--- config.mk ---
export PLATFORM = sky130hd
export DESIGN_NAME = heat_pump_mode_sequencer_top
export DESIGN_NICKNAME = d
export VERILOG_FILES = /design/src/rtl/hpms_pkg.sv /design/src/rtl/heat_pump_mode_sequencer_top.sv
export SDC_FILE = /design/constraint.sdc
export NUM_CORES = 1
export LEC_CHECK = 0
export BUFFER_PORTS_ARGS = -buffer_cell sky130_fd_sc_hd__buf_4
export CAP_MARGIN = 10
export CORE_AREA = 8 8 137 266
export DETAILED_ROUTE_END_ITERATION = 8
export DIE_AREA = 0 0 145 274
export GPL_ROUTABILITY_DRIVEN = 0
export REMOVE_ABC_BUFFERS = 1
export SKIP_LAST_GASP = 1
export SYNTH_ARGS = -nofsm -noshare
export SYNTH_HDL_FRONTEND = slang
export SYNTH_SLANG_ARGS = --single-unit
export TNS_END_PERCENT = 1
--- constraint.sdc ---
create_clock -name clk -period 7.08 [get_ports clk]
set_input_delay 1.416 -clock clk [delete_from_list [all_inputs] [get_ports clk]]
set_output_delay 1.416 -clock clk [all_outputs]
set_load 0.02 [all_outputs]
--- src/rtl/hpms_pkg.sv ---
// package: types, codes and reset values for the heat pump mode sequencer
`default_nettype none

package hpms_pkg;

    localparam int STATUS_W = 16;
    localparam int DWELL_W  = 24;
    localparam int POST_W   = 32;
    localparam int CFG_W    = 32;
    localparam int CFG_IDX_W = 3;

    typedef enum logic [2:0] {
        MODE_ERROR     = 3'd0,
        MODE_DEFROST   = 3'd1,
        MODE_POST_RUN  = 3'd2,
        MODE_COOLING   = 3'd3,
        MODE_HEATING   = 3'd4,
        MODE_HOT_WATER = 3'd5,
        MODE_STANDBY   = 3'd6
    } mode_t;

    typedef enum logic [CFG_IDX_W-1:0] {
        CFG_READ_ERROR_CODE = 3'd0,
        CFG_DEFROST_MASK    = 3'd1,
        CFG_COMPRESSOR_MASK = 3'd2,
        CFG_COOLING_MASK    = 3'd3,
        CFG_HEATING_MASK    = 3'd4,
        CFG_HOT_WATER_MASK  = 3'd5,
        CFG_MIN_DWELL_TICKS = 3'd6,
        CFG_POST_RUN_TICKS  = 3'd7
    } cfg_idx_t;

    typedef enum logic {
        ACTION_TICK = 1'b0,
        ACTION_POLL = 1'b1
    } action_t;

    localparam logic [STATUS_W-1:0] RST_READ_ERROR_CODE = 16'd65535;
    localparam logic [STATUS_W-1:0] RST_DEFROST_MASK    = 16'd1;
    localparam logic [STATUS_W-1:0] RST_COMPRESSOR_MASK = 16'd2;
    localparam logic [STATUS_W-1:0] RST_COOLING_MASK    = 16'd4;
    localparam logic [STATUS_W-1:0] RST_HEATING_MASK    = 16'd8;
    localparam logic [STATUS_W-1:0] RST_HOT_WATER_MASK  = 16'd16;
    localparam logic [DWELL_W-1:0]  RST_MIN_DWELL_TICKS = 24'd30000;
    localparam logic [POST_W-1:0]   RST_POST_RUN_TICKS  = 32'd300000;

    typedef struct packed {
        logic                action;
        logic [STATUS_W-1:0] status_word;
    } hpms_in_t;

    typedef struct packed {
        logic [2:0] mode;
        logic       mode_changed;
    } hpms_out_t;

endpackage

`default_nettype wire

--- src/rtl/heat_pump_mode_sequencer_top.sv ---
// heat pump mode sequencer: classifies operating mode from ticks and status polls
//
// request channel item/item_valid/item_stall: each request is a one millisecond
// tick or a status poll; every request gives exactly one result on res/res_valid/
// res_stall, in order, carrying the mode after that request and a changed flag
// a request in the input register moves to the result register when that is
// empty or being taken; throughput: one request per cycle while the receiver
// does not stall; an input and a result register hold one request each, and the
// mode, dwell and post-run registers are updated when a request moves between them
// when the receiver stalls, the result holds; the input register keeps one more
// request, then item_stall rises until the result is taken
// config channel cfg_valid/cfg_ready/cfg_index/cfg_data is always ready; write
// only while no request is in flight
// reset: mode standby, dwell and post-run counters zero, registers at defaults,
// both pipeline registers empty
`default_nettype none

module heat_pump_mode_sequencer_top
    import hpms_pkg::*;
(
    input  wire logic                 clk,
    input  wire logic                 rst_n,
    input  wire logic                 item_valid,
    output logic                      item_stall,
    input  wire hpms_in_t             item,
    output logic                      res_valid,
    input  wire logic                 res_stall,
    output hpms_out_t                 res,
    input  wire logic                 cfg_valid,
    output logic                      cfg_ready,
    input  wire logic [CFG_IDX_W-1:0] cfg_index,
    input  wire logic [CFG_W-1:0]     cfg_data
);

    logic [STATUS_W-1:0] read_error_code_reg;
    logic [STATUS_W-1:0] defrost_mask_reg;
    logic [STATUS_W-1:0] compressor_mask_reg;
    logic [STATUS_W-1:0] cooling_mask_reg;
    logic [STATUS_W-1:0] heating_mask_reg;
    logic [STATUS_W-1:0] hot_water_mask_reg;
    logic [DWELL_W-1:0]  min_dwell_ticks_reg;
    logic [POST_W-1:0]   post_run_ticks_reg;

    logic                item_valid_reg;
    hpms_in_t            item_reg;
    logic                res_valid_reg;
    hpms_out_t           res_reg;

    mode_t               mode_reg;
    mode_t               mode_next;
    logic [DWELL_W-1:0]  dwell_reg;
    logic [DWELL_W-1:0]  dwell_next;
    logic [POST_W-1:0]   post_run_reg;
    logic [POST_W-1:0]   post_run_next;
    mode_t               poll_mode;
    logic [POST_W-1:0]   poll_post_run;

    logic                advance;
    logic                load;
    logic [STATUS_W-1:0] st;
    logic                comp;
    logic                cool;
    logic                heat;
    logic                hot;

    assign advance    = item_valid_reg && (!res_valid_reg || !res_stall);
    assign item_stall = item_valid_reg && !advance;
    assign load       = item_valid && !item_stall;
    assign cfg_ready  = 1'b1;
    assign res_valid  = res_valid_reg;
    assign res        = res_reg;

    assign st   = item_reg.status_word;
    assign comp = |(st & compressor_mask_reg);
    assign cool = |(st & cooling_mask_reg);
    assign heat = |(st & heating_mask_reg);
    assign hot  = |(st & hot_water_mask_reg);

    // poll classification, rule order decides
    always_comb
    begin
        poll_mode     = mode_reg;
        poll_post_run = post_run_reg;
        priority if (st == read_error_code_reg)
        begin
            poll_mode     = MODE_ERROR;
            poll_post_run = '0;
        end
        else if (|(st & defrost_mask_reg))
        begin
            poll_mode     = MODE_DEFROST;
            poll_post_run = '0;
        end
        else if (dwell_reg < min_dwell_ticks_reg)
        begin
            poll_mode = mode_reg;
        end
        else if (!comp && mode_reg == MODE_HOT_WATER)
        begin
            poll_mode     = MODE_POST_RUN;
            poll_post_run = post_run_ticks_reg;
        end
        else if (mode_reg == MODE_POST_RUN)
        begin
            priority if (cool)
            begin
                poll_mode     = MODE_COOLING;
                poll_post_run = '0;
            end
            else if (heat)
            begin
                poll_mode     = MODE_HEATING;
                poll_post_run = '0;
            end
            else if (hot)
            begin
                poll_mode     = MODE_HOT_WATER;
                poll_post_run = '0;
            end
            else if (post_run_reg != '0)
            begin
                poll_mode = MODE_POST_RUN;
            end
            else
            begin
                poll_mode = MODE_STANDBY;
            end
        end
        else if (!comp)
        begin
            poll_mode = MODE_STANDBY;
        end
        else if (cool)
        begin
            poll_mode = MODE_COOLING;
        end
        else if (heat)
        begin
            poll_mode = MODE_HEATING;
        end
        else if (hot)
        begin
            poll_mode = MODE_HOT_WATER;
        end
        else
        begin
            poll_mode = MODE_STANDBY;
        end
    end

    always_comb
    begin
        mode_next     = mode_reg;
        dwell_next    = dwell_reg;
        post_run_next = post_run_reg;
        if (item_reg.action == ACTION_TICK)
        begin
            if (dwell_reg != '1)
                dwell_next = dwell_reg + 1'b1;
            if (post_run_reg != '0)
                post_run_next = post_run_reg - 1'b1;
        end
        else
        begin
            mode_next     = poll_mode;
            post_run_next = poll_post_run;
            if (poll_mode != mode_reg)
                dwell_next = '0;
        end
    end

    always_ff @(posedge clk or negedge rst_n)
    begin
        if (!rst_n)
        begin
            read_error_code_reg <= RST_READ_ERROR_CODE;
            defrost_mask_reg    <= RST_DEFROST_MASK;
            compressor_mask_reg <= RST_COMPRESSOR_MASK;
            cooling_mask_reg    <= RST_COOLING_MASK;
            heating_mask_reg    <= RST_HEATING_MASK;
            hot_water_mask_reg  <= RST_HOT_WATER_MASK;
            min_dwell_ticks_reg <= RST_MIN_DWELL_TICKS;
            post_run_ticks_reg  <= RST_POST_RUN_TICKS;
        end
        else if (cfg_valid && cfg_ready)
        begin
            unique case (cfg_index)
                CFG_READ_ERROR_CODE: read_error_code_reg <= cfg_data[STATUS_W-1:0];
                CFG_DEFROST_MASK:    defrost_mask_reg    <= cfg_data[STATUS_W-1:0];
                CFG_COMPRESSOR_MASK: compressor_mask_reg <= cfg_data[STATUS_W-1:0];
                CFG_COOLING_MASK:    cooling_mask_reg    <= cfg_data[STATUS_W-1:0];
                CFG_HEATING_MASK:    heating_mask_reg    <= cfg_data[STATUS_W-1:0];
                CFG_HOT_WATER_MASK:  hot_water_mask_reg  <= cfg_data[STATUS_W-1:0];
                CFG_MIN_DWELL_TICKS: min_dwell_ticks_reg <= cfg_data[DWELL_W-1:0];
                CFG_POST_RUN_TICKS:  post_run_ticks_reg  <= cfg_data[POST_W-1:0];
            endcase
        end
    end

    always_ff @(posedge clk or negedge rst_n)
    begin
        if (!rst_n)
        begin
            item_valid_reg <= 1'b0;
            res_valid_reg  <= 1'b0;
            mode_reg       <= MODE_STANDBY;
            dwell_reg      <= '0;
            post_run_reg   <= '0;
        end
        else
        begin
            if (load)
                item_valid_reg <= 1'b1;
            else if (advance)
                item_valid_reg <= 1'b0;

            if (advance)
                res_valid_reg <= 1'b1;
            else if (!res_stall)
                res_valid_reg <= 1'b0;

            if (advance)
            begin
                mode_reg     <= mode_next;
                dwell_reg    <= dwell_next;
                post_run_reg <= post_run_next;
            end
        end
    end

    always_ff @(posedge clk)
    begin
        if (load)
            item_reg <= item;
        if (advance)
        begin
            res_reg.mode         <= mode_next;
            res_reg.mode_changed <= (item_reg.action == ACTION_POLL) && (poll_mode != mode_reg);
        end
    end

    a_post_run_only_in_post_run: assert property (
        @(posedge clk) disable iff (!rst_n)
        post_run_reg != '0 |-> mode_reg == MODE_POST_RUN
    ) else $error("post-run countdown active outside post-run mode");

    a_change_clears_dwell: assert property (
        @(posedge clk) disable iff (!rst_n)
        advance && item_reg.action == ACTION_POLL && poll_mode != mode_reg
            |=> dwell_reg == '0
    ) else $error("mode change did not clear dwell counter");

    a_result_tracks_mode: assert property (
        @(posedge clk) disable iff (!rst_n)
        advance |=> res_valid_reg && res_reg.mode == mode_reg
    ) else $error("result mode differs from current mode");

endmodule

`default_nettype wire
==> results of run 1 <==
metal layers:
layer,global-route usage [%],share of wire [%],vias to the layer above
met5,0,0,-
met2,30.7,57,163
met4,8.29,4.8,0
met1,15.1,35,4066
met3,1.62,2.7,68
li1,-,-,3739
worst paths after layout:
path / to / slack (ns) / depth (start not counted)
setup / recovery: post_run_reg[17]$_DFFE_PN0P_ / 3.06 / 8
hold / removal: res_valid$_DFFE_PN0P_ / 0.49 / 1
setup reg to reg: post_run_reg[17]$_DFFE_PN0P_ / 3.06 / 8
hold reg to reg: res_valid$_DFFE_PN0P_ / 0.49 / 1
max in group asynchronous: heating_mask_reg[3]$_DFFE_PN1P_ / 4.81 / 2
min in group asynchronous: hot_water_mask_reg[9]$_DFFE_PN0P_ / 0.96 / 1
layout make-up:
class | instances | area [um^2]
well taps | 432 | 541
flip-flops and latches | 234 | 6010
multi-input cells | 676 | 5070
fillers | 3122 | 19800
repair buffers | 72 | 548
clock buffers | 27 | 578
clock inverters | 10 | 130
inverters | 36 | 135
metrics by stage:
step	utilization, %	setup WS (ns)
5_1_grt	39.6	2.86
3_3_place_gp	37.5	3.09
3_5_place_dp	37.5	3.05
6_report	39.6	3.06
2_1_floorplan	-	3.10
4_1_cts	39.6	3.05
critical path: cells and delay by family, from the launching register on:
kind,cells,cell delay (ns)
and+or+nand+nor,4,1.75
DFF,1,0.42
AOI/OAI and AO/OA,4,1.72
synth_stat cells, types with 21 or more instances:
cell | count | area (um^2)
dfstp_2 | 38 | 998
xor2_1 | 28 | 245
o21ai_0 | 32 | 160
mux2_2 | 157 | 1770
a22oi_1 | 25 | 188
a21oi_1 | 61 | 305
inv_1 | 36 | 135
edfxtp_1 | 21 | 631
nor2_1 | 56 | 210
clkbuf_1 | 31 | 116
dfrtp_1 | 175 | 4380
nand2_1 | 61 | 229
ha_1 | 26 | 325
nor3_1 | 30 | 150
power groups by stage:
stage	sequential [W]	clock (W)	combinational, W
4_1_cts	0.00185	0.00124	0.000673
6_report	0.00185	0.00120	0.000662
3_5_place_dp	0.00187	0	0.000670
3_3_place_gp	0.00186	0	0.000652
5_1_grt	0.00189	0.00129	0.000737
2_1_floorplan	0.00181	0	0.000473
kinds of logic (layout without fill, tap and decap cells):
logic type      count (synthesis)  in the layout  synth area share [%]
compound gates                189            189                  10.9
xor+xnor                       32             32                  2.48
fa+ha+maj                      26             26                  2.87
buf+inv                        74            145                  2.59
flops                         234            234                  53.1
mux                           161            161                  16.0
other cells                     1              1                0.0331
simple gates                  267            267                  12.1
==> impl_results.md, run 1 <==
* Post-synth ARST share at 91.0%
* Final Max Tran Viols at 0
* Nets at 1,124
* First-pass GRT wire length at 48,500 um
* Detail Placement HPWL at 22,100 um
* CTS tree: yes
* Post-synth EDFFs at 21
* Die height at 274 um
* Tcrit/Tclk final at 56.7%
* CP startpoint kind: flip-flop
* Fmax at 249 MHz
* RSZ-0062 raised after global routing: no
* Status: completed
* Synth cell types at 61
* VDD IR max at 0.137 mV
* Critical Path Source: post_run_reg[17]$_DFFE_PN0P_
* Sequential fraction of the synthesis area at 53.1%
* Psw at 0.00104 W
* Largest net degree at the start of global routing at 132
* Syn Std Cell Area at 11,300 um^2
* Max-Cap Viols at 0
* IO Port Bufs at 62
* Vias in the first global route at 8,552
* Clock power share at 32.3%
* Leak at 5.43 nW
* Flop pwr share at 49.9%
* Gr ovfl total at 0
* H-tree level count at 1
* Crit Path Class: reg -> reg
* Postcts setup bufs at 0
* Post-Route WL at 30,400 um
* GRT Total Usage at 15.4%
* DRC violations left at 0
* Internal cell power at 0.00267 W
* CORE AREA at 32,800 um^2
* Total power at 0.00371 W
* Post-route design area at 13,000 um^2
* Commonest non-fill, non-tap cells in the layout: dfrtp_1 (175), mux2_2 (157), buf_4 (71)
* Main synth FF type: dfrtp_1
* Synth warn at 0
* CP dominant cell by count: or4_1
* Clock Sinks at 234
* CP max-delay cell: a31o_2
* CTS Hold Bufs at 0
* Setup TNS at 0 ns
* ANT nets after route at 0
* HP Class: reg -> reg
* Crit-path cells: or4_4, or4_1, or4_1, o21ai_0, a31o_2, nor3_1, a21o_2, a221o_2
* CP Data Required Time at 7.47 ns
* Slew headroom at 25.9%
* FF+latch count, synth at 234
* Avg Cell Area, Syn at 11.5 um^2
* R2r startpoint: post_run_reg[17]$_DFFE_PN0P_
* Non-filler cells, final at 1,487
* Placed Cells incl. Taps at 1,450
* Row count at 94
* Die X at 145 um
* Setup crit end kind: flip-flop
* CTS Root Cell: clkbuf_16
* Fraction of layout cells with a size suffix above 1 at 30.4%
* Area growth from synthesis to layout at 14.9%
* Clock Skew at 0.0139 ns
* CTS Buf Count at 21
* Switching share of power at 27.9%
* Worst-skew pair later-pin latency at 0.51 ns
* Vias post-DR at 8,036
* DR iter-0 viols at 630
* PD cells at 285 nW/um^2
* CTS resizes at 0
* DR pass1 iterations at 7
* Most common cell after layout, fill and taps aside: dfrtp_1
* Worst Path Arrival at 4.40 ns
* Tightest Pin Transition at 1.11 ns
* Reg clk slew, reported paths at 0.07 ns
* I/O pin count at 64
* CTS Buffer Depth at 3
* Syn Inst Count at 984
* Hold Slack at 0.490 ns
* Crit-path max FO at 55
* Max stage delay on crit path at 0.87 ns
* Diodes inserted at 0
* DIE AREA at 39,700 um^2
* Hold path start: item_valid_reg$_DFFE_PN0P_
* Shortest period the worst path allows at 4.02 ns
* Starting Density at 34.5%
* Post-place instance area at 12,300 um^2
* DR vias/cell at 5.40
* Logic pwr share at 17.8%
* Fin. Hold Viols at 0
* Initial antenna violation count at 0
* DR WL/cell at 20.4 um
* Finish-stage setup viols at 0
Note: power is estimated with default switching activity, not from simulation.
==> run 2: changes to the inputs <==
==> constraint.sdc (replaced) <==
create_clock -name clk -period 3.7 [get_ports clk]
set_input_delay 0.74 -clock clk [delete_from_list [all_inputs] [get_ports clk]]
set_output_delay 0.74 -clock clk [all_outputs]
set_load 0.02 [all_outputs]
==> run 2 against run 1 <==
  * Sequential share of layout area is 2.0 points lower
  * Total power increased by 99%
  * Maximum frequency rose by 11%
  * Combinational power is 120% higher
  * Utilization grew 1.8 points
  * Via count rose by 3.8%
  * Largest cell class unchanged
  * Largest power group unchanged
  * Highest routed layer unchanged
==> impl_results.md, run 2 (synthesis results as in run 1) <==
* CTS Buffer Depth at 3 (unchanged)
* Internal cell power at 0.00533 W (+99%)
* IO Port Bufs at 62 (unchanged)
* Flop pwr share at 47.4% (-2.5 points)
* Max-Cap Viols at 0 (unchanged)
* Shortest period the worst path allows at 3.61 ns (-0.404 ns)
* Tightest Pin Transition at 0.950 ns (-0.156 ns)
* Tcrit/Tclk final at 97.6% (+41 points)
* Fmax at 277 MHz (+11%)
* Clock Sinks at 234 (unchanged)
* Setup ws final at 0.0887 ns (-2.98 ns)
* Clock power share at 33.1% (+0.8 points)
* H-tree level count at 1 (unchanged)
* CP max-delay cell: or4_1
* Reg clk slew, reported paths at 0.07 ns (about the same)
* Max stage delay on crit path at 0.54 ns (-0.33 ns)
* Crit-path cells: or4_4, or4_1, or4_1, nand4_1, o211ai_2, o311ai_4, buf_4, nor3_2, buf_4, nor3_1, mux2_2
* Vias post-DR at 8,344 (+3.8%)
* DR vias/cell at 5.37 (-0.71%)
* Gr ovfl total at 0 (unchanged)
* Crit Path Class: reg -> reg
* Crit-path max FO at 13 (-76%)
* Final Max Tran Viols at 0 (unchanged)
* Worst-skew pair later-pin latency at 0.52 ns (about the same)
* DR iter-0 viols at 551 (-13%)
* Detail Placement HPWL at 23,200 um (+5.0%)
* Clock Skew at 0.0108 ns (-0.00303 ns)
* Post-Route WL at 31,300 um (+3.1%)
* Status: completed
* Finish-stage setup viols at 0 (unchanged)
* First-pass GRT wire length at 49,500 um (+2.1%)
* Die X at 145 um (unchanged)
* CORE AREA at 32,800 um^2 (unchanged)
* RSZ-0062 raised after global routing: yes
* Fin. Hold Viols at 0 (unchanged)
* Final core occ at 41.5% (+1.8 points)
* CTS Hold Bufs at 0 (unchanged)
* ANT nets after route at 0 (unchanged)
* Place WS at -0.169 ns (-3.22 ns)
* Most common cell after layout, fill and taps aside: dfrtp_1
* Worst Path Arrival at 4.02 ns (-0.38 ns)
* DR pass1 iterations at 5 (-2)
* CTS Root Cell: clkbuf_16
* CP startpoint kind: flip-flop
* DR WL/cell at 20.1 um (-1.4%)
* DRC violations left at 0 (unchanged)
* Vias in the first global route at 8,839 (+3.4%)
* GRT Total Usage at 15.7% (+0.34 points)
* VDD IR max at 0.349 mV (+150%)
* DIE AREA at 39,700 um^2 (unchanged)
* Leak at 5.79 nW (+6.7%)
* Diodes inserted at 0 (unchanged)
* Logic pwr share at 19.5% (+1.7 points)
* Worst path buffer plus inverter count at 2 (+2)
* Initial antenna violation count at 0 (unchanged)
* I/O pin count at 64 (unchanged)
* PD cells at 544 nW/um^2 (+91%)
* CTS Buf Count at 22 (+4.8%)
* HP Class: in -> async
* Area growth from synthesis to layout at 20.2%
* Post-place instance area at 12,800 um^2 (+3.9%)
* CP Data Required Time at 4.11 ns (-3.36 ns)
* CP top delay family: simple AND/OR/NAND/NOR gates
* Largest net degree at the start of global routing at 76 (-42%)
* Fraction of layout cells with a size suffix above 1 at 34.6% (+4.2 points)
* Slew headroom at 36.7% (+11 points)
* CTS tree: yes
* Starting Density at 34.5% (unchanged)
* Nets at 1,190 (+5.9%)
* Row count at 94 (unchanged)
* Setup crit end kind: flip-flop
* Die height at 274 um (unchanged)
* Switching share of power at 28.0% (+0.073 points)
* Total power at 0.00740 W (+99%)
* Psw at 0.00207 W (+100%)
* Commonest non-fill, non-tap cells in the layout: dfrtp_1 (175), mux2_2 (157), buf_4 (132)
* # fillers at 3,112 (-0.32%)
* Post-route design area at 13,600 um^2 (+4.6%)
* Setup TNS at 0 ns (unchanged)
## run 2: area by class of cell
type,instances,area [um^2],area share (%)
flip-flops and latches,234,6010,44.2
multi-input cells,676,5060,37.2
repair buffers,137,1090,7.98
clock buffers,27,591,4.34
well taps,432,541,3.97
clock inverters,13,183,1.34
inverters,36,135,0.993
## run 2: final timing paths
kind	to	cells after the start	start	slack, ns
setup / recovery	dwell_reg[1]$_DFFE_PN0P_	11	post_run_reg[17]$_DFFE_PN0P_	0.09
hold / removal	cooling_mask_reg[9]$_DFFE_PN0P_	1	rst_n	0.19
setup reg to reg	dwell_reg[1]$_DFFE_PN0P_	11	post_run_reg[17]$_DFFE_PN0P_	0.09
hold reg to reg	res_valid$_DFFE_PN0P_	1	item_valid_reg$_DFFE_PN0P_	0.49
max in group asynchronous	post_run_ticks_reg[15]$_DFFE_PN1P_	2	rst_n	2.67
min in group clk	st[6]$_DFFE_PP_	1	item[6]	0.39
## run 2: repair_timing
action | in CTS | in global routing
buffers inserted | 0 | 4
setup endpoints to repair | 9 | 9
pin swaps | 0 | 1
resized for setup | 1 | 0
## run 2: per-layer routing
metal  routed length (um)  share of wire [%]  vias up  global-route usage, %
met5                    0                  0        -                      0
met3                  901                2.9       82                   1.73
met1                10700                 34     4212                   14.9
met2                17900                 57      180                   31.6
met4                 1720                5.5        0                   9.10
li1                     -                  -     3870                      -
## run 2: power by group through the flow
| stage | Clock [W] | Sequential [W] | Combinational [W] |
|---|---|---|---|
| 3_3_place_gp | 0 | 0.00353 | 0.00141 |
| 6_report | 0.00245 | 0.00351 | 0.00144 |
| 3_5_place_dp | 0 | 0.00355 | 0.00145 |
| 5_1_grt | 0.00260 | 0.00357 | 0.00160 |
| 4_1_cts | 0.00252 | 0.00351 | 0.00146 |
| 2_1_floorplan | 0 | 0.00346 | 0.000905 |
## run 2: stage by stage
step | cells | hold WS, ns
final | 1555 | 0.189
after global routing | 1555 | 0.228
after CTS | 1551 | 0.206
after detailed placement | 1511 | 0.481
after global placement | 1511 | 0.471
after floorplan | 946 | 0.444
